## config.mk

```make
export PLATFORM = sky130hd
export DESIGN_NAME = stop_and_wait_frame_receiver
export DESIGN_NICKNAME = d
export VERILOG_FILES = /design/src/rtl/swfr_pkg.sv /design/src/rtl/swfr_front.sv /design/src/rtl/swfr_fifo.sv /design/src/rtl/swfr_back.sv /design/src/rtl/stop_and_wait_frame_receiver.sv
export SDC_FILE = /design/constraint.sdc
export NUM_CORES = 1
export LEC_CHECK = 0
export BUFFER_PORTS_ARGS = -buffer_cell sky130_fd_sc_hd__buf_2
export CELL_PAD_IN_SITES_DETAIL_PLACEMENT = 1
export CELL_PAD_IN_SITES_GLOBAL_PLACEMENT = 1
export CORE_MARGIN = 8
export CORE_UTILIZATION = 51
export CTS_BUF_LIST = sky130_fd_sc_hd__clkbuf_8 sky130_fd_sc_hd__clkbuf_16
export DETAILED_ROUTE_END_ITERATION = 8
export HOLD_SLACK_MARGIN = 0.03
export PLACE_DENSITY_LB_ADDON = 0.1
export SLEW_MARGIN = 20
export SYNTH_ARGS = -nofsm -noshare
export SYNTH_HDL_FRONTEND = slang
export SYNTH_SLANG_ARGS = --single-unit
export TNS_END_PERCENT = 100
```

## constraint.sdc

```tcl
create_clock -name clk -period 6.15 [get_ports clk]
set_clock_uncertainty 0.2 [all_clocks]
set_input_delay 1.23 -clock clk [delete_from_list [all_inputs] [get_ports clk]]
set_output_delay 1.23 -clock clk [all_outputs]
set_load 0.01 [all_outputs]
```

## src/rtl/swfr_pkg.sv

```systemverilog
// Shared types and constants of the stop-and-wait frame receiver.
package swfr_pkg;

	localparam int MAX_PAYLOAD_DEF = 1024;
	localparam int BODY_LIMIT_DEF  = 2070;
	localparam int QUEUE_DEPTH_DEF = 4;
	localparam int COUNT_W         = 11;

	localparam logic [7:0] FLAG_BYTE = 8'h7E;
	localparam logic [7:0] ESC_BYTE  = 8'h7D;
	localparam logic [7:0] ESC_FLIP  = 8'h20;
	localparam logic [7:0] CTRL_I0   = 8'h00;
	localparam logic [7:0] CTRL_I1   = 8'h40;
	localparam logic [7:0] CTRL_DISC = 8'h0B;
	localparam logic [7:0] CTRL_RR   = 8'h05;
	localparam logic [7:0] CTRL_REJ  = 8'h01;
	localparam logic [7:0] SEQ_BIT   = 8'h80;

	localparam logic KIND_PAYLOAD = 1'b0;
	localparam logic KIND_VERDICT = 1'b1;

	typedef enum logic [2:0] {
		ST_ACCEPTED  = 3'd0,
		ST_DUPLICATE = 3'd1,
		ST_DATA_ERR  = 3'd2,
		ST_HDR_ERR   = 3'd3,
		ST_SHORT     = 3'd4,
		ST_DISCONN   = 3'd5,
		ST_OTHER     = 3'd6,
		ST_OVERFLOW  = 3'd7
	} status_t;

	// One classified event handed from the deframer to the result stage.
	typedef struct packed {
		logic                 kind;
		logic [7:0]           data;
		status_t              status;
		logic [COUNT_W-1:0]   count;
		logic                 seq;
	} event_t;

endpackage

```

## src/rtl/swfr_front.sv

```systemverilog
// Deframer: flag hunting, destuffing, header and payload checks, verdicts.
module swfr_front
	import swfr_pkg::*;
#(
	parameter int MAX_PAYLOAD = MAX_PAYLOAD_DEF,
	parameter int BODY_LIMIT  = BODY_LIMIT_DEF
) (
	input  logic       clk,
	input  logic       arst_n,
	input  logic       cfg_we,
	input  logic       cfg_wdata,
	input  logic       byte_valid,
	input  logic [7:0] byte_in,
	output logic       ev_push,
	output event_t     ev
);

	localparam int MaxBody = MAX_PAYLOAD + 4;
	localparam int CntTop  = (BODY_LIMIT > MaxBody + 1) ? BODY_LIMIT : MaxBody + 1;
	localparam int CntW    = $clog2(CntTop + 1);
	localparam logic [CntW-1:0] BodyLim = CntW'(BODY_LIMIT);
	localparam logic [CntW-1:0] BodyMax = CntW'(MaxBody);
	localparam logic [CntW-1:0] Three   = CntW'(3);
	localparam logic [CntW-1:0] Four    = CntW'(4);

	typedef enum logic [1:0] {
		PH_HUNT,
		PH_OPEN,
		PH_BODY
	} phase_t;

	phase_t          phase_q, phase_n;
	logic            link_open_q;
	logic            esc_q, esc_n;
	logic [CntW-1:0] bc_q, bc_n;
	logic [7:0]      addr_q, addr_n;
	logic [7:0]      ctrl_q, ctrl_n;
	logic [7:0]      bcc1_q, bcc1_n;
	logic [7:0]      held_q, held_n;
	logic [7:0]      pxor_q, pxor_n;
	logic            seq_q, seq_n;

	always_comb begin
		logic            do_store;
		logic            do_clear;
		logic [7:0]      v;
		logic            good;
		logic            emit;
		logic [CntW-1:0] sent;
		logic [CntW-1:0] nbc;
		logic [7:0]      prev;
		logic            is_i;
		do_store = 1'b0;
		do_clear = 1'b0;
		v        = byte_in;
		good     = 1'b0;
		emit     = 1'b0;
		sent     = '0;
		nbc      = '0;
		prev     = '0;
		is_i     = 1'b0;
		phase_n  = phase_q;
		esc_n    = esc_q;
		bc_n     = bc_q;
		addr_n   = addr_q;
		ctrl_n   = ctrl_q;
		bcc1_n   = bcc1_q;
		held_n   = held_q;
		pxor_n   = pxor_q;
		seq_n    = seq_q;
		ev_push  = 1'b0;
		ev       = '0;

		if (byte_valid && link_open_q) begin
			unique case (phase_q)
				PH_HUNT: begin
					if (byte_in == FLAG_BYTE) begin
						do_clear = 1'b1;
						phase_n  = PH_OPEN;
					end
				end
				PH_OPEN: begin
					if (byte_in == ESC_BYTE) begin
						do_clear = 1'b1;
						phase_n  = PH_HUNT;
					end else if (byte_in != FLAG_BYTE) begin
						do_clear = 1'b1;
						do_store = 1'b1;
						phase_n  = PH_BODY;
					end
				end
				PH_BODY: begin
					if (esc_q) begin
						esc_n    = 1'b0;
						do_store = 1'b1;
						v        = byte_in ^ ESC_FLIP;
					end else if (byte_in == ESC_BYTE) begin
						esc_n = 1'b1;
					end else if (byte_in == FLAG_BYTE) begin
						// Closing flag: rank the frame and give one verdict.
						is_i      = (ctrl_q == CTRL_I0) || (ctrl_q == CTRL_I1);
						ev_push   = 1'b1;
						ev.kind   = KIND_VERDICT;
						ev.seq    = seq_q;
						if (bc_q < Three) begin
							ev.status = ST_SHORT;
						end else if ((addr_q ^ ctrl_q) != bcc1_q) begin
							ev.status = ST_HDR_ERR;
						end else if (is_i) begin
							if (bc_q < Four) begin
								ev.status = ST_SHORT;
							end else begin
								ev.count = COUNT_W'(bc_q - Four);
								if (pxor_q != 8'h00) begin
									ev.status = ST_DATA_ERR;
								end else if (ctrl_q[6] != seq_q) begin
									ev.status = ST_DUPLICATE;
								end else begin
									ev.status = ST_ACCEPTED;
									seq_n     = ~seq_q;
									ev.seq    = ~seq_q;
								end
							end
						end else if (ctrl_q == CTRL_DISC) begin
							ev.status = ST_DISCONN;
						end else begin
							ev.status = ST_OTHER;
						end
						do_clear = 1'b1;
						phase_n  = PH_OPEN;
					end else begin
						do_store = 1'b1;
					end
				end
				default: begin
					phase_n = PH_HUNT;
				end
			endcase
		end

		if (do_clear) begin
			esc_n  = 1'b0;
			bc_n   = '0;
			addr_n = '0;
			ctrl_n = '0;
			bcc1_n = '0;
			held_n = '0;
			pxor_n = '0;
		end

		if (do_store) begin
			prev = held_n;
			if (bc_n == CntW'(0)) begin
				addr_n = v;
			end else if (bc_n == CntW'(1)) begin
				ctrl_n = v;
			end else if (bc_n == CntW'(2)) begin
				bcc1_n = v;
			end else begin
				good = ((ctrl_n == CTRL_I0) || (ctrl_n == CTRL_I1)) &&
					((addr_n ^ ctrl_n) == bcc1_n);
				pxor_n = pxor_n ^ v;
				if (good && bc_n >= Four) begin
					emit = 1'b1;
					sent = bc_n - Four;
				end
				held_n = v;
			end
			nbc = bc_n + CntW'(1);
			if (nbc >= BodyLim || (good && nbc > BodyMax)) begin
				// Abort the frame; the count tells how many bytes already went out.
				ev_push   = 1'b1;
				ev.kind   = KIND_VERDICT;
				ev.status = ST_OVERFLOW;
				ev.count  = COUNT_W'(sent);
				esc_n     = 1'b0;
				bc_n      = '0;
				addr_n    = '0;
				ctrl_n    = '0;
				bcc1_n    = '0;
				held_n    = '0;
				pxor_n    = '0;
				phase_n   = PH_HUNT;
			end else begin
				bc_n = nbc;
				if (emit) begin
					ev_push = 1'b1;
					ev.kind = KIND_PAYLOAD;
					ev.data = prev;
				end
			end
		end
	end

	always_ff @(posedge clk or negedge arst_n) begin
		if (!arst_n) begin
			phase_q     <= PH_HUNT;
			link_open_q <= 1'b0;
			esc_q       <= 1'b0;
			bc_q        <= '0;
			addr_q      <= '0;
			ctrl_q      <= '0;
			bcc1_q      <= '0;
			held_q      <= '0;
			pxor_q      <= '0;
			seq_q       <= 1'b0;
		end else if (cfg_we) begin
			link_open_q <= cfg_wdata;
			if (cfg_wdata && !link_open_q) begin
				// Opening the link restarts framing and the sequence bit.
				phase_q <= PH_HUNT;
				esc_q   <= 1'b0;
				bc_q    <= '0;
				addr_q  <= '0;
				ctrl_q  <= '0;
				bcc1_q  <= '0;
				held_q  <= '0;
				pxor_q  <= '0;
				seq_q   <= 1'b0;
			end
		end else begin
			phase_q <= phase_n;
			esc_q   <= esc_n;
			bc_q    <= bc_n;
			addr_q  <= addr_n;
			ctrl_q  <= ctrl_n;
			bcc1_q  <= bcc1_n;
			held_q  <= held_n;
			pxor_q  <= pxor_n;
			seq_q   <= seq_n;
		end
	end

	a_esc_in_body: assert property (@(posedge clk) disable iff (!arst_n)
		esc_q |-> phase_q == PH_BODY)
		else $error("escape pending outside a frame body");

	a_count_below_limit: assert property (@(posedge clk) disable iff (!arst_n)
		bc_q < BodyLim)
		else $error("body count reached the limit without an abort");

endmodule

```

## src/rtl/swfr_fifo.sv

```systemverilog
// Short event queue between the deframer and the result stage.
module swfr_fifo
	import swfr_pkg::*;
#(
	parameter int DEPTH = QUEUE_DEPTH_DEF
) (
	input  logic   clk,
	input  logic   arst_n,
	input  logic   wr_en,
	input  event_t wr_data,
	input  logic   rd_en,
	output event_t rd_data,
	output logic   full,
	output logic   empty
);

	localparam int PtrW = (DEPTH > 1) ? $clog2(DEPTH) : 1;
	localparam int CntW = $clog2(DEPTH + 1);
	localparam logic [PtrW-1:0] LastPtr = PtrW'(DEPTH - 1);
	localparam logic [CntW-1:0] DepthC  = CntW'(DEPTH);

	event_t          mem_q [DEPTH];
	logic [PtrW-1:0] wptr_q;
	logic [PtrW-1:0] rptr_q;
	logic [CntW-1:0] cnt_q;
	logic            do_wr;
	logic            do_rd;

	assign full    = (cnt_q == DepthC);
	assign empty   = (cnt_q == '0);
	assign do_wr   = wr_en && !full;
	assign do_rd   = rd_en && !empty;
	assign rd_data = mem_q[rptr_q];

	always_ff @(posedge clk) begin
		if (do_wr) begin
			mem_q[wptr_q] <= wr_data;
		end
	end

	always_ff @(posedge clk or negedge arst_n) begin
		if (!arst_n) begin
			wptr_q <= '0;
			rptr_q <= '0;
			cnt_q  <= '0;
		end else begin
			if (do_wr) begin
				wptr_q <= (wptr_q == LastPtr) ? '0 : wptr_q + PtrW'(1);
			end
			if (do_rd) begin
				rptr_q <= (rptr_q == LastPtr) ? '0 : rptr_q + PtrW'(1);
			end
			if (do_wr && !do_rd) begin
				cnt_q <= cnt_q + CntW'(1);
			end else if (do_rd && !do_wr) begin
				cnt_q <= cnt_q - CntW'(1);
			end
		end
	end

	a_count_bound: assert property (@(posedge clk) disable iff (!arst_n)
		cnt_q <= DepthC)
		else $error("queue count above depth");

endmodule

```

## src/rtl/swfr_back.sv

```systemverilog
// Result stage: formats queued events into the registered result beat.
module swfr_back
	import swfr_pkg::*;
(
	input  logic         clk,
	input  logic         arst_n,
	input  logic         q_empty,
	input  event_t       q_data,
	output logic         q_pop,
	input  logic         pop,
	output logic         empty,
	output logic         item_kind,
	output logic [7:0]   payload_byte,
	output logic [2:0]   frame_status,
	output logic [10:0]  payload_count,
	output logic         respond,
	output logic [7:0]   response_control
);

	logic         valid_q;
	logic         kind_q;
	logic [7:0]   byte_q;
	logic [2:0]   status_q;
	logic [10:0]  count_q;
	logic         resp_q;
	logic [7:0]   rctl_q;
	logic         take;
	logic         resp_n;
	logic [7:0]   rctl_n;

	assign take  = !valid_q || pop;
	assign q_pop = take && !q_empty;

	// Reply control byte follows from the verdict and the sequence bit.
	always_comb begin
		resp_n = 1'b0;
		rctl_n = '0;
		if (q_data.kind == KIND_VERDICT) begin
			unique case (q_data.status)
				ST_ACCEPTED, ST_DUPLICATE: begin
					resp_n = 1'b1;
					rctl_n = CTRL_RR | (q_data.seq ? SEQ_BIT : 8'h00);
				end
				ST_DATA_ERR: begin
					resp_n = 1'b1;
					rctl_n = CTRL_REJ | (q_data.seq ? SEQ_BIT : 8'h00);
				end
				ST_DISCONN: begin
					resp_n = 1'b1;
					rctl_n = CTRL_DISC;
				end
				default: begin
					resp_n = 1'b0;
					rctl_n = '0;
				end
			endcase
		end
	end

	always_ff @(posedge clk or negedge arst_n) begin
		if (!arst_n) begin
			valid_q <= 1'b0;
		end else if (take) begin
			valid_q <= !q_empty;
		end
	end

	always_ff @(posedge clk) begin
		if (q_pop) begin
			kind_q   <= q_data.kind;
			byte_q   <= (q_data.kind == KIND_PAYLOAD) ? q_data.data : 8'h00;
			status_q <= (q_data.kind == KIND_VERDICT) ? q_data.status : ST_ACCEPTED;
			count_q  <= (q_data.kind == KIND_VERDICT) ? q_data.count : '0;
			resp_q   <= resp_n;
			rctl_q   <= rctl_n;
		end
	end

	assign empty            = !valid_q;
	assign item_kind        = kind_q;
	assign payload_byte     = byte_q;
	assign frame_status     = status_q;
	assign payload_count    = count_q;
	assign respond          = resp_q;
	assign response_control = rctl_q;

	a_payload_no_reply: assert property (@(posedge clk) disable iff (!arst_n)
		(valid_q && kind_q == KIND_PAYLOAD) |-> (!resp_q && count_q == '0))
		else $error("payload beat carries verdict fields");

	a_hold_when_stalled: assert property (@(posedge clk) disable iff (!arst_n)
		(valid_q && !pop) |=> (valid_q && $stable(rctl_q) && $stable(byte_q)))
		else $error("result beat changed while stalled");

endmodule

```

## src/rtl/stop_and_wait_frame_receiver.sv

```systemverilog
// Top level of the stop-and-wait frame receiver.
//
// Input channel: line bytes are offered with push; a beat is taken at a rising
// edge with push high and full low. Bytes taken while link_open is clear are
// dropped without effect. Writing link_open from zero to one restarts framing
// and clears the expected sequence bit; the user must write link_open only
// while idle, which the block does not enforce.
// Result channel: while empty is low the oldest result beat is on the result
// ports, and pop at a rising edge with empty low takes it. A beat is either a
// tentative payload byte (item_kind 0), sent one body byte late because the
// last body byte is the payload check, or a frame verdict (item_kind 1) with
// status, payload count and the reply control byte when a reply is needed.
// The deframer decides in the cycle the byte is taken, the event queue holds
// the event at that edge, and the free output register then loads it onto the
// result ports, where pop can take it.
// Throughput is one line byte per cycle while full is low; the queue of
// QUEUE_DEPTH events lets the output stall without stopping input until the
// queue and the output register are full.
// Reset clears the link (closed), framing state and the sequence bit.
module stop_and_wait_frame_receiver
	import swfr_pkg::*;
#(
	parameter int MAX_PAYLOAD = MAX_PAYLOAD_DEF,
	parameter int BODY_LIMIT  = BODY_LIMIT_DEF,
	parameter int QUEUE_DEPTH = QUEUE_DEPTH_DEF
) (
	input  logic        clk,
	input  logic        arst_n,
	input  logic        link_open_we,
	input  logic        link_open_wdata,
	input  logic        push,
	output logic        full,
	input  logic [7:0]  line_byte,
	output logic        empty,
	input  logic        pop,
	output logic        item_kind,
	output logic [7:0]  payload_byte,
	output logic [2:0]  frame_status,
	output logic [10:0] payload_count,
	output logic        respond,
	output logic [7:0]  response_control
);

	logic   byte_acc;
	logic   ev_push;
	event_t ev;
	logic   q_full;
	logic   q_empty;
	logic   q_pop;
	event_t q_data;

	// The queue takes every event the deframer produces, so input waits on it.
	assign full     = q_full;
	assign byte_acc = push && !q_full;

	swfr_front #(
		.MAX_PAYLOAD (MAX_PAYLOAD),
		.BODY_LIMIT  (BODY_LIMIT)
	) u_front (
		.clk        (clk),
		.arst_n     (arst_n),
		.cfg_we     (link_open_we),
		.cfg_wdata  (link_open_wdata),
		.byte_valid (byte_acc),
		.byte_in    (line_byte),
		.ev_push    (ev_push),
		.ev         (ev)
	);

	swfr_fifo #(
		.DEPTH (QUEUE_DEPTH)
	) u_fifo (
		.clk     (clk),
		.arst_n  (arst_n),
		.wr_en   (ev_push),
		.wr_data (ev),
		.rd_en   (q_pop),
		.rd_data (q_data),
		.full    (q_full),
		.empty   (q_empty)
	);

	swfr_back u_back (
		.clk              (clk),
		.arst_n           (arst_n),
		.q_empty          (q_empty),
		.q_data           (q_data),
		.q_pop            (q_pop),
		.pop              (pop),
		.empty            (empty),
		.item_kind        (item_kind),
		.payload_byte     (payload_byte),
		.frame_status     (frame_status),
		.payload_count    (payload_count),
		.respond          (respond),
		.response_control (response_control)
	);

endmodule
```

# Word-level counts from Yosys, hierarchy flattened
# Memory sizes are Yosys's and may differ from the RTL's.
# Index checks and enable logic that the tools add are counted.
# word_totals
ram_bits	96
input_bits	14
wordCells	233
n_memories	1
regBits	97
out_inout_bits	34
# classes
n_addsub	7
bitwise	5
n_lt_le_gt_ge	5
eq_ne	25
n_mux	134
reduce_logical	36
# mem_list
name	depth	width	read_ports	rd_clocked_by_memory_dff	wr	line	text
u_fifo.mem_q	4	24	1	0	1	swfr_fifo.sv:22	event_t mem_q [DEPTH];
# ops
cell	count
8-bit two-way mux	35
12-bit two-way mux	9
15-bit two-way mux	5
1-bit two-way mux	51
11-bit two-way mux	4
8-bit by 7-bit == test with 1-bit output (second input constant)	4
2-bit two-way mux	14
8-bit case mux with 3 select lines	1
8-bit XOR	3
23-bit two-way mux	1
11-bit by 3-bit subtractor with 11-bit output (second input constant)	2
3-bit two-way mux	6
6-bit two-way mux	3
8-bit logical NOT	2
14-bit two-way mux	1
12-bit by 1-bit adder with 12-bit output (second input constant)	1
12-bit by 1-bit == test with 1-bit output (second input constant)	1
12-bit by 2-bit == test with 1-bit output (second input constant)	1
12-bit >= comparator (second input constant)	1
12-bit by 3-bit >= comparator with 1-bit output (second input constant)	1
12-bit by 11-bit greater-than comparator with 1-bit output (second input constant)	1
12-bit logical NOT	1
12-bit by 2-bit < comparator with 1-bit output (second input constant)	1
12-bit by 3-bit < comparator with 1-bit output (second input constant)	1
other kinds (30)	62

# Longest topological paths before layout
# Gate-level depths: netlist (run 1).
# depth
ltp_word	24
mapped_depth	24
ltp_nobuf	21

# Modules after synthesis
# Synthesis (run 1) repeated with hierarchy kept, for this count alone.
# unflattened
cells_unflattened	686
area_unflattened_um2	8972.4
# by_module_without_submodules
mod	cells_per_inst	area_each_um2	seq_area_each_um2	n_inst
swfr_front	454	3950.0	1426.4	1
swfr_fifo	163	3910.0	3057.9	1
swfr_back	68	1098.6	835.8	1
stop_and_wait_frame_receiver	1	13.8	0.0	1

# Worst setup path before layout (run 1)
# No wires, ideal clock.
# synth_timing
kind	input -> register
startpoint	input port line_byte[7]
endpoint	register u_fifo.cnt_q[2]
cell_stages	21
t_required_ns	5.871
setup_ns	0.079
arrival_time_ns	5.666
path_slack_ns	0.205
path_buffers	3
path_cell_list	and4bb_1 -> nor4b_2 -> or3_1 -> buf_2 -> buf_1 -> nand2_1 -> inv_1 -> ha_1 -> clkbuf_1 -> nand3_1 -> or4_1 -> a21o_1 -> a311oi_1 -> o21ai_2 -> o211ai_2 -> ha_1 -> inv_1 -> fa_1 -> xor2_1 -> nor2_1 -> xor2_1
# synth_between
elab_chain_cells	23
word_cells_on_any_way	56
classes_between	add/sub (1); order compare (3); eq/ne (7); mux (32); bitwise (1); reduce/logical (12)
# synth_lines
item	line	text
start, declared	stop_and_wait_frame_receiver.sv:33	input logic [7:0] line_byte,
parallel branches: the longest is 18 deep, another holds 12-bit by 1-bit adder with 12-bit output	--	
1-bit two-way mux *	swfr_front.sv:151	if (do_store) begin
1-bit logical AND *	swfr_fifo.sv:31	assign do_wr = wr_en && !full;
via u_fifo.do_wr	swfr_fifo.sv:26	logic do_wr;
1-bit logical NOT	swfr_fifo.sv:55	end else if (do_rd && !do_wr) begin
1-bit logical AND	swfr_fifo.sv:55	
2-bit nonzero test (no source line)	--	
end signal, assigned	swfr_fifo.sv:54	cnt_q <= cnt_q + CntW'(1);
end signal, assigned	swfr_fifo.sv:56	cnt_q <= cnt_q - CntW'(1);
end, declared	swfr_fifo.sv:25	logic [CntW-1:0] cnt_q;
# Mark *: on every way through the listed nets, which the timed path passes. The select of a mux whose other input is x is not followed.
# A chain may end at the register's enable or synchronous reset.

# Worst setup path in the final report (run 1)
# Ends and elaborated chain as after synthesis.

==> flow_summary.html, run 1 <==
<table>
<tr><th>Metric</th><th>Value</th></tr>
<tr><th colspan="2">Status</th></tr>
<tr><td>Status</td><td>finished clean</td></tr>
<tr><th colspan="2">Critical path</th></tr>
<tr><td>Worst-path cell with the longest stage delay</td><td>sky130_fd_sc_hd__nor4b_2</td></tr>
<tr><td>Number of buffers and inverters on the critical path</td><td>3</td></tr>
<tr><td>Startpoint class of the critical path</td><td>input port</td></tr>
<tr><td>Gate family responsible for the most delay along the worst path</td><td>simple AND/OR/NAND/NOR gates</td></tr>
<tr><td>Worst stage delay on the critical path</td><td>approximately 0.50 ns</td></tr>
<tr><td>Crit Path Max Fanout</td><td>7</td></tr>
<tr><td>Critical-path cell list</td><td>buf_2 &gt; and4bb_1 &gt; nor4b_2 &gt; or3_1 &gt; nand2_1 &gt; inv_1 &gt; ha_1 &gt; nand3_1 &gt; a311o_1 &gt; o21ai_0 &gt; nor2_1 &gt; a311oi_1 &gt; o21ai_2 &gt; o211ai_2 &gt; ha_1 &gt; inv_1 &gt; fa_1 &gt; xor2_1 &gt; nor2_1 &gt; xor2_1</td></tr>
<tr><td>Worst path required time</td><td>~6.3 ns</td></tr>
<tr><td>Class of the most critical setup path</td><td>input port to register</td></tr>
<tr><td>Crit path arrival time</td><td>between 5 and 6 ns</td></tr>
<tr><td>Kind of capture point of the worst setup path</td><td>register</td></tr>
<tr><th colspan="2">Logic synthesis</th></tr>
<tr><td>Proportion of netlist area held by the largest area contributor</td><td>40.81%</td></tr>
<tr><td>Total number of yosys warnings</td><td>0</td></tr>
<tr><td>Post-Syn Area per Cell</td><td>around 13 µm²</td></tr>
<tr><td>Most numerous cell in the Yosys netlist</td><td>sky130_fd_sc_hd__edfxtp_1</td></tr>
<tr><td>Share of synthesized flip-flops with an asynchronous set or reset</td><td>between 30% and 40%</td></tr>
<tr><td>Post-Synthesis Cell Area</td><td>slightly above 9000 µm²</td></tr>
<tr><td>Most used flip-flop cell after synthesis</td><td>sky130_fd_sc_hd__edfxtp_1</td></tr>
<tr><td>Library cells used by synthesis</td><td>a little under 80</td></tr>
<tr><td>Cell accounting for the most synthesized area</td><td>sky130_fd_sc_hd__edfxtp_1</td></tr>
<tr><td>FF+latch count, synth</td><td>around 190</td></tr>
<tr><td>Sequential share of the synthesized area</td><td>slightly below 60%</td></tr>
<tr><td>Top area cells in the synthesized netlist</td><td>sky130_fd_sc_hd__edfxtp_1 41%, sky130_fd_sc_hd__dfrtp_1 18%, sky130_fd_sc_hd__mux4_2 6.0%</td></tr>
<tr><td>Cells after Synth</td><td>between 700 and 800</td></tr>
<tr><td>Post-synth EDFFs</td><td>123</td></tr>
<tr><td>Commonest cells in the netlist</td><td>123 x sky130_fd_sc_hd__edfxtp_1, 71 x sky130_fd_sc_hd__nand2_1, 65 x sky130_fd_sc_hd__dfrtp_1</td></tr>
<tr><th colspan="2">Route</th></tr>
<tr><td>Wire per inst</td><td>22.73 µm</td></tr>
<tr><td>First-pass iteration count of the detailed router</td><td>5</td></tr>
<tr><td>Routed Wire Length</td><td>about 22000 µm</td></tr>
<tr><td>DRC errors left</td><td>0</td></tr>
<tr><td>Via density per instance</td><td>6.022</td></tr>
<tr><td>Vias after detailed routing</td><td>5938</td></tr>
<tr><td>Antenna violation net count after detailed routing</td><td>0</td></tr>
<tr><td>Initial DRC Count</td><td>approximately 340</td></tr>
<tr><th colspan="2">CTS</th></tr>
<tr><td>TritonCTS clock tree</td><td>yes</td></tr>
<tr><td>Number of buffers created by CTS</td><td>17</td></tr>
<tr><td>Num Clock Sinks</td><td>around 190</td></tr>
<tr><td>Post-CTS setup-driven buffer insertion count</td><td>0</td></tr>
<tr><td>Count of cells resized by post-cts repair</td><td>0</td></tr>
<tr><td>Root Buffer Master</td><td>sky130_fd_sc_hd__clkbuf_16</td></tr>
<tr><td>Source-to-sink clock delay at the later pin of the worst-skew pair</td><td>between 0.4 and 0.5 ns</td></tr>
<tr><td>Hold bufs inserted after CTS</td><td>0</td></tr>
<tr><td>Post-CTS clock slew at the launch and capture registers of the worst setup and hold paths</td><td>about 0.080 ns</td></tr>
<tr><td>Depth of the CTS H-tree</td><td>4</td></tr>
<tr><td>Largest buffer count on any clock path</td><td>2</td></tr>
<tr><th colspan="2">Floorplanning</th></tr>
<tr><td>IO Count</td><td>48</td></tr>
<tr><td>Die Height</td><td>between 100 and 150 µm</td></tr>
<tr><td>Number of placement rows</td><td>48</td></tr>
<tr><td>CORE AREA</td><td>17300 µm²</td></tr>
<tr><td>Chip width</td><td>149.2 µm</td></tr>
<tr><td>Starting utilization of the core area</td><td>between 50% and 60%</td></tr>
<tr><td>Area of the die</td><td>22260 µm²</td></tr>
<tr><th colspan="2">Timing</th></tr>
<tr><td>Final count of negative-setup-slack endpoints</td><td>0</td></tr>
<tr><td>Hold violation total from the final report</td><td>0</td></tr>
<tr><td>Max Clock Freq</td><td>176.4 MHz</td></tr>
<tr><td>Unrepaired setup endpoints after global routing</td><td>no</td></tr>
<tr><td>Normalized max-slew margin</td><td>between 20% and 30%</td></tr>
<tr><td>Pins over their slew limit</td><td>0</td></tr>
<tr><td>Worst hold slack</td><td>approximately 0.29 ns</td></tr>
<tr><td>Worst slew pin tran</td><td>about 1.1 ns</td></tr>
<tr><td>Final critical delay including setup and external delays</td><td>~5.7 ns</td></tr>
<tr><td>Crit share post-route</td><td>a little over 90%</td></tr>
<tr><td>Sum of negative setup slack</td><td>0 ns</td></tr>
<tr><th colspan="2">Min path</th></tr>
<tr><td>Type of the worst min-delay path</td><td>register to register</td></tr>
<tr><th colspan="2">GRT</th></tr>
<tr><td>Pin count of the biggest net entering global routing</td><td>66</td></tr>
<tr><td>Remaining global-route overflow</td><td>0</td></tr>
<tr><td>Wire length of the first global-routing pass</td><td>around 36000 µm</td></tr>
<tr><td>Vias in the first global route</td><td>roughly 6500</td></tr>
<tr><td>Global Route Usage Sum</td><td>a little over a fifth</td></tr>
<tr><td>Initial antenna violation count</td><td>0</td></tr>
<tr><th colspan="2">Pwr</th></tr>
<tr><td>Fraction of power consumed by combinational cells</td><td>roughly a fifth</td></tr>
<tr><td>Internal power contribution</td><td>around 2400 µW</td></tr>
<tr><td>LEAKAGE</td><td>around 0.0038 µW</td></tr>
<tr><td>Flop pwr share</td><td>46.9%</td></tr>
<tr><td>Net Switching</td><td>between 900 and 1000 µW</td></tr>
<tr><td>PD cells</td><td>~330 nW/µm²</td></tr>
<tr><td>Overall power consumption</td><td>approximately 3400 µW</td></tr>
<tr><td>Switching share of power</td><td>around 29%</td></tr>
<tr><td>Clk network pwr share</td><td>roughly a third</td></tr>
<tr><td>Worst ir drop on vdd</td><td>0.2292 mV</td></tr>
<tr><th colspan="2">Layout</th></tr>
<tr><td>Layout-stage area growth over the synthesis result</td><td>12.14%</td></tr>
<tr><td>Fillers</td><td>1760</td></tr>
<tr><td>Final design instance area without fill</td><td>~10000 µm²</td></tr>
<tr><td>Final layout net count</td><td>between 700 and 800</td></tr>
<tr><td>Final Instance Count excl. Fillers</td><td>around 990</td></tr>
<tr><td>Diodes inserted</td><td>0</td></tr>
<tr><td>Share of layout cells above drive strength 1</td><td>between 10% and 20%</td></tr>
<tr><th colspan="2">Job</th></tr>
<tr><td>Maximum capacitance violations</td><td>0</td></tr>
<tr><th colspan="2">Placement</th></tr>
<tr><td>Count of buffers from port buffering</td><td>between 40 and 50</td></tr>
<tr><td>Total instance count after detailed placement</td><td>approximately 950</td></tr>
<tr><td>DP Wirelength</td><td>15300 µm</td></tr>
<tr><td>Cell Area, Placed</td><td>9530 µm²</td></tr>
<tr><td>Final RePlAce weighted congestion</td><td>around 0.9</td></tr>
</table>
[cell type report]
class | count | area (µm²) | share of cell area (%)
clock buffer | 17 | 425.4 | 4.192
sequential | 188 | 5321 | 52.43
multi-input combinational | 446 | 3452 | 34.02
clock inverter | 15 | 188.9 | 1.862
timing repair buffer | 62 | 355.3 | 3.501
inverter | 33 | 123.9 | 1.221
tap | 225 | 281.5 | 2.774
[power groups by stage]
stage	logic [µW]	clock network (µW)	registers, µW
floorplan	462	0	1590
global placement	634	0	1600
detailed placement	666	0	1610
CTS	669	1160	1580
global route	722	1190	1600
finish	656	1130	1580
[cell families after synthesis]
group / Yosys count / share of synthesized area (%)
AOI/OAI and AO/OA: 137 / 11.19
adders and majority gates: 21 / 2.986
other: 1 / 0.04144
buffers and inverters: 69 / 3.387
and+or+nand+nor: 221 / 12.69
muxes: 31 / 6.816
xor gates and xnor gates: 33 / 4.106
DFF: 188 / 58.79
[metrics by stage]
step	utilization (%)	worst slack, ns
4_1_cts	58.65	0.5378
3_5_place_dp	55.10	0.08057
3_3_place_gp	55.06	0.3418
5_1_grt	58.67	0.1417
2_1_floorplan	-	0.2048
6_report	58.67	0.4795
[cell usage in the layout (no fill, tap or decap), types with 20 or more instances in the layout]
master,netlist,final
sky130_fd_sc_hd__edfxtp_1,123,123
sky130_fd_sc_hd__a22o_1,24,24
sky130_fd_sc_hd__and2_1,28,28
sky130_fd_sc_hd__inv_1,33,33
sky130_fd_sc_hd__ha_1,20,20
sky130_fd_sc_hd__o21ai_0,22,22
sky130_fd_sc_hd__nand2_1,71,71
sky130_fd_sc_hd__nor2_1,35,35
sky130_fd_sc_hd__mux4_2,24,24
sky130_fd_sc_hd__dfrtp_1,65,64
sky130_fd_sc_hd__buf_2,6,44
[registers in the layout (all words and copies together), names as in the netlist]
| register | cells |
|---|---|
| u_fifo.mem_q | 96 |
| u_front.bc_q | 12 |
| u_back.payload_count | 11 |
| u_back.payload_byte | 8 |
| u_front.addr_q | 8 |
| u_front.bcc1_q | 8 |
| u_front.ctrl_q | 8 |
| u_front.held_q | 8 |
| u_front.pxor_q | 8 |
| u_back.response_control | 4 |
| u_back.frame_status | 3 |
| u_fifo.cnt_q | 3 |
| u_fifo.rptr_q | 2 |
| u_fifo.wptr_q | 2 |
| u_front.phase_q | 2 |
| u_back.item_kind | 1 |
| u_back.valid_q | 1 |
| u_front.esc_q | 1 |
| u_front.link_open_q | 1 |
| u_front.seq_q | 1 |
[routing by layer]
| metal | routed length (µm) | GRT usage (%) | vias to the layer above |
|---|---|---|---|
| li1 | - | - | 2716 |
| met1 | 9646 | 26.61 | 3055 |
| met2 | 11420 | 35.93 | 138 |
| met3 | 1012 | 4.278 | 29 |
| met4 | 340 | 6.108 | 0 |
| met5 | 0 | 0 | - |
[worst paths after layout]
check | cells past startpoint | from | endpoint | slack, ns
max | 20 | line_byte[7] | u_fifo.cnt_q[2]$_DFFE_PN0P_ | 0.48
min reg2reg | 1 | u_front.held_q[4]$_DFFE_PN0P_ | u_front.held_q[4]$_DFFE_PN0P_ | 0.29
max in group asynchronous | 2 | arst_n | u_fifo.rptr_q[1]$_DFFE_PN0P_ | 4.31
max reg2reg | 21 | u_front.phase_q[0]$_DFFE_PN0P_ | u_fifo.cnt_q[2]$_DFFE_PN0P_ | 0.71
min | 1 | u_front.held_q[4]$_DFFE_PN0P_ | u_front.held_q[4]$_DFFE_PN0P_ | 0.29
min in group asynchronous | 2 | arst_n | u_front.bc_q[3]$_DFFE_PN0P_ | 0.77
No activity file was read; power rests on OpenSTA's default activity.
==> inputs of run 2 (changes only) <==
Settings changed: PLACE_DENSITY_LB_ADDON 0.1 to 0.3, SYNTH_HIERARCHICAL set to 1.
==> flow_summary.html, run 2 <==
<table>
<tr><th>Metric</th><th>Value</th></tr>
<tr><th colspan="2">Pwr</th></tr>
<tr><td>Overall power consumption</td><td>2434 µW (-28%)</td></tr>
<tr><td>LEAKAGE</td><td>0.003852 µW (+0.65%)</td></tr>
<tr><td>PD cells</td><td>242.8 nW/µm² (-27%)</td></tr>
<tr><td>Worst ir drop on vdd</td><td>0.2294 mV (about the same)</td></tr>
<tr><th colspan="2">Route</th></tr>
<tr><td>First-pass iteration count of the detailed router</td><td>5 (unchanged)</td></tr>
<tr><td>Routed Wire Length</td><td>21800 µm (-2.7%)</td></tr>
<tr><td>Antenna violation net count after detailed routing</td><td>0 (unchanged)</td></tr>
<tr><td>Initial DRC Count</td><td>401 (+20%)</td></tr>
<tr><td>DRC errors left</td><td>0 (unchanged)</td></tr>
<tr><td>Vias after detailed routing</td><td>5896 (-0.71%)</td></tr>
<tr><td>Wire per inst</td><td>22.41 µm (-1.4%)</td></tr>
<tr><td>Via density per instance</td><td>6.060 (+0.62%)</td></tr>
<tr><th colspan="2">Layout</th></tr>
<tr><td>Layout-stage area growth over the synthesis result</td><td>11.71%</td></tr>
<tr><td>Diodes inserted</td><td>0 (unchanged)</td></tr>
<tr><td>Fillers</td><td>1701 (-3.4%)</td></tr>
<tr><td>Register bank with the most flops</td><td>u_fifo/mem_q</td></tr>
<tr><td>Share of layout cells above drive strength 1</td><td>18.72% (+0.32 points)</td></tr>
<tr><td>Most frequent cells in the layout</td><td>123 x sky130_fd_sc_hd__edfxtp_1, 64 x sky130_fd_sc_hd__dfrtp_1, 63 x sky130_fd_sc_hd__nand2_1</td></tr>
<tr><td>Max reg flops</td><td>96 (unchanged)</td></tr>
<tr><td>Most frequent standard cell in the layout excluding fill and tap cells</td><td>sky130_fd_sc_hd__edfxtp_1</td></tr>
<tr><td>Final layout net count</td><td>767 (-2.0%)</td></tr>
<tr><th colspan="2">GRT</th></tr>
<tr><td>Vias in the first global route</td><td>6377 (-2.1%)</td></tr>
<tr><td>Wire length of the first global-routing pass</td><td>35510 µm (-2.1%)</td></tr>
<tr><td>Initial antenna violation count</td><td>0 (unchanged)</td></tr>
<tr><td>Remaining global-route overflow</td><td>0 (unchanged)</td></tr>
<tr><td>Global Route Usage Sum</td><td>20.83% (-0.21 points)</td></tr>
<tr><td>Pin count of the biggest net entering global routing</td><td>66 (unchanged)</td></tr>
<tr><th colspan="2">Critical path</th></tr>
<tr><td>Crit Path Max Fanout</td><td>7 (unchanged)</td></tr>
<tr><td>Reg2Reg Setup Slack</td><td>0.56 ns (-0.15 ns)</td></tr>
<tr><td>Timing endpoint of the critical path</td><td>u_fifo/cnt_q[2]$_DFFE_PN0P_</td></tr>
<tr><td>Kind of capture point of the worst setup path</td><td>register</td></tr>
<tr><td>Startpoint class of the critical path</td><td>input port</td></tr>
<tr><td>Launch point of the worst path</td><td>line_byte[7]</td></tr>
<tr><td>Reg-to-Reg End</td><td>u_fifo/cnt_q[2]$_DFFE_PN0P_</td></tr>
<tr><td>Class of the most critical setup path</td><td>input port to register</td></tr>
<tr><td>Worst path required time</td><td>6.30 ns (about the same)</td></tr>
<tr><td>Crit path arrival time</td><td>5.84 ns (+0.02 ns)</td></tr>
<tr><td>Origin of the critical flop-to-flop path</td><td>u_fifo/cnt_q[0]$_DFFE_PN0P_</td></tr>
<tr><td>Worst R2R Path Depth</td><td>24 (+14%)</td></tr>
<tr><th colspan="2">CTS</th></tr>
<tr><td>Number of buffers created by CTS</td><td>17 (unchanged)</td></tr>
<tr><td>Post-CTS setup-driven buffer insertion count</td><td>0 (unchanged)</td></tr>
<tr><td>Largest buffer count on any clock path</td><td>2 (unchanged)</td></tr>
<tr><td>TritonCTS clock tree</td><td>yes</td></tr>
<tr><td>Root Buffer Master</td><td>sky130_fd_sc_hd__clkbuf_16</td></tr>
<tr><td>Num Clock Sinks</td><td>188 (unchanged)</td></tr>
<tr><td>Depth of the CTS H-tree</td><td>4 (unchanged)</td></tr>
<tr><td>Hold bufs inserted after CTS</td><td>0 (unchanged)</td></tr>
<tr><td>Count of cells resized by post-cts repair</td><td>0 (unchanged)</td></tr>
<tr><td>Post-CTS clock slew at the launch and capture registers of the worst setup and hold paths</td><td>0.07 ns (about the same)</td></tr>
<tr><td>Source-to-sink clock delay at the later pin of the worst-skew pair</td><td>0.43 ns (about the same)</td></tr>
<tr><th colspan="2">Placement</th></tr>
<tr><td>Final RePlAce weighted congestion</td><td>0.9345 (+5.1%)</td></tr>
<tr><td>DP Wirelength</td><td>15480 µm (+1.2%)</td></tr>
<tr><td>Count of buffers from port buffering</td><td>44 (unchanged)</td></tr>
<tr><th colspan="2">Status</th></tr>
<tr><td>Status</td><td>finished clean</td></tr>
<tr><th colspan="2">Logic synthesis</th></tr>
<tr><td>Post-synth EDFFs</td><td>123 (unchanged)</td></tr>
<tr><td>Proportion of netlist area held by the largest area contributor</td><td>41.17% (+0.35 points)</td></tr>
<tr><td>Cell accounting for the most synthesized area</td><td>sky130_fd_sc_hd__edfxtp_1</td></tr>
<tr><td>Commonest cells in the netlist</td><td>123 x sky130_fd_sc_hd__edfxtp_1, 65 x sky130_fd_sc_hd__dfrtp_1, 63 x sky130_fd_sc_hd__nand2_1</td></tr>
<tr><td>Share of synthesized flip-flops with an asynchronous set or reset</td><td>34.57% (unchanged)</td></tr>
<tr><td>FF+latch count, synth</td><td>188 (unchanged)</td></tr>
<tr><td>Cells after Synth</td><td>686 (-2.1%)</td></tr>
<tr><td>Sequential share of the synthesized area</td><td>59.29% (+0.51 points)</td></tr>
<tr><td>Top area cells in the synthesized netlist</td><td>sky130_fd_sc_hd__edfxtp_1 41%, sky130_fd_sc_hd__dfrtp_1 18%, sky130_fd_sc_hd__mux4_2 6.0%</td></tr>
<tr><td>Post-Synthesis Cell Area</td><td>8972 µm² (-0.86%)</td></tr>
<tr><td>Most used flip-flop cell after synthesis</td><td>sky130_fd_sc_hd__edfxtp_1</td></tr>
<tr><td>Library cells used by synthesis</td><td>77 (unchanged)</td></tr>
<tr><td>Most numerous cell in the Yosys netlist</td><td>sky130_fd_sc_hd__edfxtp_1</td></tr>
<tr><td>Total number of yosys warnings</td><td>6 (+6)</td></tr>
<tr><td>Post-Syn Area per Cell</td><td>13.08 µm² (+1.3%)</td></tr>
<tr><th colspan="2">Floorplanning</th></tr>
<tr><td>Area of the die</td><td>22090 µm² (-0.76%)</td></tr>
<tr><td>Die Height</td><td>148.6 µm (-0.38%)</td></tr>
<tr><td>CORE AREA</td><td>17240 µm² (-0.35%)</td></tr>
<tr><td>Number of placement rows</td><td>48 (unchanged)</td></tr>
<tr><td>Chip width</td><td>148.6 µm (-0.38%)</td></tr>
<tr><td>Starting utilization of the core area</td><td>52.05% (-0.27 points)</td></tr>
<tr><td>IO Count</td><td>48 (unchanged)</td></tr>
<tr><th colspan="2">Timing</th></tr>
<tr><td>Final count of negative-setup-slack endpoints</td><td>0 (unchanged)</td></tr>
<tr><td>Worst slew pin tran</td><td>0.9906 ns (-0.1014 ns)</td></tr>
<tr><td>Hold violation total from the final report</td><td>0 (unchanged)</td></tr>
<tr><td>Max Clock Freq</td><td>175.7 MHz (-0.37%)</td></tr>
<tr><td>Sum of negative setup slack</td><td>0 ns (unchanged)</td></tr>
<tr><td>Final critical delay including setup and external delays</td><td>5.691 ns (+0.02090 ns)</td></tr>
<tr><td>Unrepaired setup endpoints after global routing</td><td>no</td></tr>
<tr><td>Normalized max-slew margin</td><td>33.41% (+6.4 points)</td></tr>
<tr><td>Crit share post-route</td><td>92.54% (+0.34 points)</td></tr>
<tr><td>Pins over their slew limit</td><td>0 (unchanged)</td></tr>
<tr><th colspan="2">Min path</th></tr>
<tr><td>Type of the worst min-delay path</td><td>register to register</td></tr>
<tr><th colspan="2">Job</th></tr>
<tr><td>Maximum capacitance violations</td><td>0 (unchanged)</td></tr>
</table>
-- run 2: cells by family (layout without fill, tap and decap cells) --
family,count (synthesis),in the layout,share of synthesized area (%)
compound gates,134,134,10.92
other cells,1,3,0.04180
flops,188,188,59.29
buf+inv,57,117,2.915
mux,31,31,6.945
fa+ha+maj,17,17,2.454
xor+xnor,28,28,3.654
simple gates,230,230,13.78
-- run 2: layer usage --
metal	vias to the layer above	GRT usage, %	share of wire (%)
met5	-	0	0
met4	0	7.088	2.3
met3	40	4.224	4.3
met2	163	35.23	51
met1	3025	26.18	43
li1	2668	-	-
-- run 2: where the power goes --
part           switching (µW)  total (µW)  leakage [µW]  internal [µW]
sequential               1.27        1340       0.00204           1340
clock                     486        1050      0.000261            564
combinational            36.5        47.4       0.00156           10.9
-- run 2: how the worst min path moves through the flow --
stage / startpoint / endpoint / slack (ns) / depth (start not counted)
6_report: u_front/held_q[0]$_DFFE_PN0P_ / u_front/held_q[0]$_DFFE_PN0P_ / 0.30 / 1
3_3_place_gp: u_front/held_q[5]$_DFFE_PN0P_ / u_front/held_q[5]$_DFFE_PN0P_ / 0.29 / 2
2_1_floorplan: u_front/held_q[5]$_DFFE_PN0P_ / u_front/held_q[5]$_DFFE_PN0P_ / 0.25 / 2
4_1_cts: u_front/held_q[0]$_DFFE_PN0P_ / u_front/held_q[0]$_DFFE_PN0P_ / 0.30 / 1
3_5_place_dp: u_front/held_q[0]$_DFFE_PN0P_ / u_front/held_q[0]$_DFFE_PN0P_ / 0.29 / 1
5_1_grt: u_front/held_q[0]$_DFFE_PN0P_ / u_front/held_q[0]$_DFFE_PN0P_ / 0.33 / 1
-- run 2: stage by stage --
stage          cells  setup slack (ns)  cell area [µm²]  utilization, %  hold WS, ns
2_1_floorplan    688           0.04847             8981               -       0.2474
3_3_place_gp     942            0.4095             9460           54.89       0.2866
3_5_place_dp     942           0.06968             9460           54.89       0.2870
4_1_cts          973            0.5198            10020           58.14       0.3011
5_1_grt          973            0.1358            10020           58.15       0.3291
6_report         973            0.4586            10020           58.15       0.2967
-- run 2: final cells by class --
type                            count  area [µm²]  share of cell area (%)
Timing Repair Buffer               65       377.9                   3.770
Clock inverter                     14       136.4                   1.361
Sequential cell                   188        5321                   53.09
Multi-Input combinational cell    443        3402                   33.94
Inverter                           21       78.83                  0.7864
Tap cell                          225       281.5                   2.809
Clock buffer                       17       425.4                   4.244
-- run 2: worst max-delay path: stages --
cell,delay (ns)
sky130_fd_sc_hd__buf_2,0.14
sky130_fd_sc_hd__and4bb_1,0.37
sky130_fd_sc_hd__a21boi_1,0.12
sky130_fd_sc_hd__o21ai_1,0.29
sky130_fd_sc_hd__nand2_1,0.18
sky130_fd_sc_hd__inv_1,0.16
sky130_fd_sc_hd__ha_1,0.28
sky130_fd_sc_hd__nand4_1,0.18
sky130_fd_sc_hd__o21ai_0,0.25
sky130_fd_sc_hd__o31ai_1,0.11
sky130_fd_sc_hd__o22ai_1,0.34
sky130_fd_sc_hd__a22oi_1,0.24
sky130_fd_sc_hd__o31ai_4,0.33
sky130_fd_sc_hd__nand2_1,0.11
sky130_fd_sc_hd__nand3_1,0.10
sky130_fd_sc_hd__nor2b_1,0.14
sky130_fd_sc_hd__buf_4,0.16
sky130_fd_sc_hd__ha_1,0.18
sky130_fd_sc_hd__inv_1,0.06
sky130_fd_sc_hd__fa_1,0.38
sky130_fd_sc_hd__xor2_1,0.15
sky130_fd_sc_hd__nor2_1,0.13
sky130_fd_sc_hd__xor2_1,0.19
